$ cat src/sv/stack_machine_executor_defines.svh
// ----------------------------------------------------------------------------
// Stack machine executor assertion macros
// Assertion wrappers that compile away when SYNTH is defined.
// ----------------------------------------------------------------------------
`ifndef STACK_MACHINE_EXECUTOR_DEFINES_SVH
`define STACK_MACHINE_EXECUTOR_DEFINES_SVH
`ifndef SYNTH
`define SME_ASSERT(label, clk, rst_n, prop) \
  label: assert property (@(posedge clk) disable iff (!rst_n) prop) else $error("assertion failed");
`define SME_ASSERT_ALWAYS(label, clk, prop) \
  label: assert property (@(posedge clk) prop) else $error("assertion failed");
`else
`define SME_ASSERT(label, clk, rst_n, prop)
`define SME_ASSERT_ALWAYS(label, clk, prop)
`endif
`endif

$ cat src/sv/sme_div.sv
// ----------------------------------------------------------------------------
// Iterative signed divider
// Restoring division, one quotient bit per cycle, truncating toward zero.
// ----------------------------------------------------------------------------
module sme_div (
  input  logic        clk_i,
  input  logic        rst_ni,
  input  logic        start_i,
  input  logic [31:0] a_i,
  input  logic [31:0] b_i,
  output logic        done_o,
  output logic [31:0] quo_o,
  output logic [31:0] rem_o
);

  logic [31:0] q_q, q_d;
  logic [32:0] r_q, r_d;
  logic [31:0] d_q, d_d;
  logic        nq_q, nq_d, nr_q, nr_d;
  logic [5:0]  cnt_q, cnt_d;
  logic        run_q, run_d;
  logic [32:0] trial;
  logic [31:0] abs_a, abs_b;

  assign abs_a = a_i[31] ? (~a_i + 32'd1) : a_i;
  assign abs_b = b_i[31] ? (~b_i + 32'd1) : b_i;
  assign trial = {r_q[31:0], q_q[31]} - {1'b0, d_q};

  always_comb begin
    q_d = q_q; r_d = r_q; d_d = d_q; nq_d = nq_q; nr_d = nr_q;
    cnt_d = cnt_q; run_d = run_q;
    if (start_i) begin
      q_d = abs_a; r_d = '0; d_d = abs_b;
      nq_d = a_i[31] ^ b_i[31]; nr_d = a_i[31];
      cnt_d = 6'd0; run_d = 1'b1;
    end else if (run_q) begin
      if (!trial[32]) begin
        r_d = trial;
        q_d = {q_q[30:0], 1'b1};
      end else begin
        r_d = {r_q[31:0], q_q[31]};
        q_d = {q_q[30:0], 1'b0};
      end
      cnt_d = cnt_q + 6'd1;
      if (cnt_q == 6'd31) begin
        run_d = 1'b0;
      end
    end
  end

  always_ff @(posedge clk_i or negedge rst_ni) begin
    if (!rst_ni) begin
      run_q <= 1'b0;
      cnt_q <= '0;
    end else begin
      run_q <= run_d;
      cnt_q <= cnt_d;
    end
  end

  always_ff @(posedge clk_i) begin
    q_q <= q_d; r_q <= r_d; d_q <= d_d; nq_q <= nq_d; nr_q <= nr_d;
  end

  assign done_o = !run_q && cnt_q == 6'd32;
  assign quo_o  = nq_q ? (~q_q + 32'd1) : q_q;
  assign rem_o  = nr_q ? (~r_q[31:0] + 32'd1) : r_q[31:0];

endmodule

$ cat config.mk
export PLATFORM = sky130hd
export DESIGN_NAME = sme_div
export DESIGN_NICKNAME = d
export VERILOG_FILES = /design/src/sv/stack_machine_executor_defines.svh /design/src/sv/sme_div.sv
export SDC_FILE = /design/constraint.sdc
export NUM_CORES = 1
export LEC_CHECK = 0
export ABC_CLOCK_PERIOD_IN_PS = 5200
export BUFFER_PORTS_ARGS = -buffer_cell sky130_fd_sc_hd__buf_2
export CORE_ASPECT_RATIO = 0.9
export CORE_MARGIN = 5
export CORE_UTILIZATION = 34
export CTS_BUF_LIST = sky130_fd_sc_hd__clkbuf_8 sky130_fd_sc_hd__clkbuf_16
export DETAILED_ROUTE_END_ITERATION = 10
export HOLD_SLACK_MARGIN = 0.03
export SLEW_MARGIN = 20
export SYNTH_ARGS = -nofsm -noshare
export SYNTH_HDL_FRONTEND = slang
export SYNTH_SLANG_ARGS = --single-unit
$ cat constraint.sdc
create_clock -name clk_i -period 5.2 [get_ports clk_i]
set_input_delay 0 -clock clk_i [delete_from_list [all_inputs] [get_ports clk_i]]
set_output_delay 0 -clock clk_i [all_outputs]
set_load 0.01 [all_outputs]
Yosys cells after proc, flatten, opt, wreduce, memory -nomap -nowiden --
Cells that the tools add are included.
Word-level totals: bits in registers 105, latch bits 0, RAM bits 0, memory bits (read-only) 0, memories kept 0
Operators by class: add/subtract/negate cells 6, $mul 0, div/mod/pow operators 0, magnitude comparators 0, eq/ne operators 2, shift operators 0, multiplexer cells 13, bitwise gates (word level) 5, reduce and logical (&&, ||, !) cells 3
Operators by type and width (number):
- $mux W32 | 6
- $add A32 B1 Y32 const B | 4
- $not A32 Y32 | 4
- $sub A33 B32 Y33 | 1
- $mux W31 | 1
- $mux W6 | 2
- $add A6 B1 Y6 const B | 1
- $eq A6 B5 Y1 const B | 1
- $eq A6 B6 Y1 const B | 1
- $mux W1 | 4
- $reduce_bool A2 Y1 | 1
- $logic_and A1 B1 Y1 | 1
- $logic_not A1 Y1 | 1
- $xor A1 B1 Y1 | 1

Logic depth before layout (Yosys ltp) --
depth in word-level cells 4, mapped depth 13, mapped depth without buffers 11

Worst setup path after synthesis --
OpenSTA, ideal clock, no wires.
kind reg2reg, start reg q_q[31], end reg r_q[29], arrival time 3.375 ns, path slack 1.734 ns, cell stages (with the launch flop) 13, buffers on the path 1, period minus slack after synthesis 3.466 ns, path through edfxtp_1 -> inv_1 -> ha_1 -> fa_1 -> nand2b_1 -> a21oi_1 -> o21ai_0 -> nand4b_1 -> a41oi_1 -> xnor2_1 -> clkbuf_1 -> o31ai_1 -> a311oi_1
On the way: longest elaborated chain between the ends 2
RTL lines:
- from (decl) | line sme_div.sv:16 | logic [31:0] q_q, q_d;
- from (signal assigned) | line sme_div.sv:62 | q_q <= q_d; r_q <= r_d; d_q <= d_d; nq_q <= nq_d; nr_q <= nr_d;
- $sub A33 B32 Y33 | line sme_div.sv:27 | assign trial = {r_q[31:0], q_q[31]} - {1'b0, d_q};
- $mux W32 | line sme_div.sv:37 | if (!trial[32]) begin
- to (signal assigned) | line sme_div.sv:62
- to (decl) | line sme_div.sv:17 | logic [32:0] r_q, r_d;
Every way passes these cells. A chain may end at the register's enable or synchronous reset.

Worst setup path after layout --
Same ends and word-level chain as after synthesis.

==> qor.yml <==
fin_crit_sh: 0.773
cts.sinks: 105
synthCells: 996
clkLatencyLatePin_ns: 0.36
post-dp-hpwl_um: 17700
hold_path.class: "primary input to flop"
fin_util: 0.413
cts_root_buf: "clkbuf_16"
io_buffers: 131
synth_top_flop_cell: "edfxtp_1"
routedWlPerCell_um: 15.8
grt_overflow: 0
start_util: 0.348
yosysUniqueCellTypes: 63
p_per_area_nw_per_um2: 521
synth.most_common_cell: "nand2_1"
wl_met2_um: 10700
synth_top_area_share: 0.233
cp.required_ns: 5.46
finalClockSkew_ns: 0.0125
syn_nets: 1102
netlist_area_um2: 8490
final_layout_size_suffix_gt1_frac: 0.156
dieArea_um2: 28200
peakVddDrop_mv: 0.331
fp.dieW_um: 177
rows: 54
ioPinCount: 132
final.fill_count: 2443
ant_nets: 0
relSlewSlack: 0.274
firstDrtPassIters: 5
async_reset_ff_frac: 0.0667
htreeDepth: 3
worstPathArrival_ns: 4.28
place_ws_ns: 1.23
ys_warn_count: 0
setup_slack_ns: 1.18
grt.total_usage: 0.165
synth-edff-count: 66
via_per_inst: 5.27
crit_fanout: 15
setup_viol: 0
wl_met3_um: 1230
wl_met1_um: 10800
cts_buffers: 9
grt_pass1_vias: 7328
fin_nets: 1241
fin_crit_ns: 4.02
dieHeight_um: 160
totalWireLength_um: 23300
critPathCaptureType: "flop"
hold_viol_final: 0
synthTopCellsByCount: "110 x nand2_1, 104 x xnor2_1, 86 x nor2_1"
tightest_slew_ns: 1.08
ys_seq_area_frac: 0.330
route.detailed.drc: 0
cp-start-kind: "flop"
core-area_um2: 24400
multi_input_area_um2: 5330
num_antenna_cells: 0
cts.path.max_buffers: 2
register_area_um2: 2800
gp_congestion: 0.864
finalMaxSlewViolations: 0
grt_max_degree: 82
rsz0062_at_grt: "false"
cap_viol_max_count: 0
vias: 7779
critical_path_class: "flop to flop"
ys_ff_latch: 105
path_clk_slew_ns: 0.08
dr.first_iter.drc_count: 595
p_leak_nw: 4.02
synth_area_leaders: "edfxtp_1 23%, xnor2_1 11%, dfxtp_1 7.5%"
status: "complete, no violations"
cts_tree: "yes"
antenna_found_initial: 0
syn_avg_cell_area_um2: 8.52
grt_first_pass_wirelength_um: 38300
synth_area_leader_cell: "edfxtp_1"
top_layer: "met4"
tns_ns: 0
max_freq_mhz: 249
syn_to_final_growth_pct: 18.8
[path summary, 6_finish.rpt]
kind,from,endpoint,slack [ns],cells past startpoint
setup / recovery,q_q[31],r_q[29],1.18,12
hold / removal,a_i[20],q_q[20],0.05,3
setup reg to reg,q_q[31],r_q[29],1.18,12
hold reg to reg,r_q[27],r_q[27],0.54,2
max in group asynchronous,rst_ni,run_q,4.35,3
min in group asynchronous,rst_ni,cnt_q[3],0.59,3
[cell usage in the layout, fill, tap and decap left out, types with 4 or more instances in the layout]
cell type / count
xor2_1: 44
nor4_1: 10
or4_4: 7
clkbuf_16: 9
buf_2: 130
nand4_1: 12
buf_4: 8
a21oi_1: 60
dfxtp_1: 32
or4_1: 15
a311oi_1: 24
mux2_2: 4
nand3_1: 10
dfrtp_1: 6
nor3_1: 9
ha_1: 38
xnor2_1: 102
inv_1: 55
o21ai_0: 70
and3_1: 5
dlygate4sd3_1: 34
edfxtp_1: 66
o41ai_1: 14
or3_1: 22
nor2b_1: 6
nand2b_1: 15
nand2_1: 110
mux2i_1: 9
o31ai_1: 39
o32ai_1: 4
a21o_1: 8
nor2_1: 86
or2_2: 5
nand3b_1: 4
o211ai_1: 8
[critical path, stage by stage, from the launching register on]
cell      delay (ns)
edfxtp_1        0.39
inv_1           0.06
ha_1            0.22
fa_1            0.39
nand2b_1        0.19
a21oi_1         0.28
o21ai_0         0.29
nand4b_1        0.28
a41oi_1         0.37
xnor2_2         0.71
buf_4           0.37
o31ai_1         0.11
a311oi_1        0.26
[stage by stage]
step / cells / hold WS, ns / power (mW) / cell area, um^2
after global routing: 1476 / 0.0456 / 5.66 / 10100
final: 1476 / 0.0510 / 5.25 / 10100
after detailed placement: 1426 / -0.156 / 4.61 / 9460
after global placement: 1426 / -0.159 / 4.60 / 9460
after CTS: 1476 / 0.0394 / 5.30 / 10100
after floorplan: 996 / -0.296 / 3.46 / 8490
[layer usage]
metal | GRT usage | vias to the layer above
li1 | - | 3926
met1 | 0.230 | 3624
met2 | 0.262 | 203
met3 | 0.0272 | 26
met4 | 0.0499 | 0
met5 | 0 | -
[state kept, by name, indices dropped and copies added (netlist names)]
| register | flops |
|---|---|
| r_q | 32 |
| d_q | 32 |
| nq_q | 1 |
| cnt_q | 6 |
| q_q | 32 |
| run_q | 1 |
| nr_q | 1 |
[power by group]
part	internal [mW]	total [mW]	leakage, nW	switching, mW
registers	1.06	1.31	1.01	0.253
clock network	0.331	0.664	0.140	0.334
logic	1.38	3.28	2.87	1.90
total	2.77	5.25	4.02	2.49
[final cells by class]
| class | instances | area share |
|---|---|---|
| clock buffers | 9 | 0.0223 |
| well taps | 336 | 0.0417 |
| clock inverters | 7 | 0.00534 |
| repair buffers | 172 | 0.104 |
| inverters | 54 | 0.0201 |
| flip-flops and latches | 105 | 0.278 |
| multi-input cells | 793 | 0.529 |
[kinds of logic after synthesis]
logic type | share of synthesized area
simple gates | 0.193
mux | 0.0159
xor+xnor | 0.153
flops | 0.330
compound gates | 0.206
buf+inv | 0.0442
fa+ha+maj | 0.0584
[what timing repair did]
action,CTS,global route
endpoints found under the hold margin,40,0
setup endpoints to repair,0,0
buffers inserted,0,0
gates resized for setup,0,0
hold buffers,34,0
No activity file was read; power rests on OpenSTA's default activity.
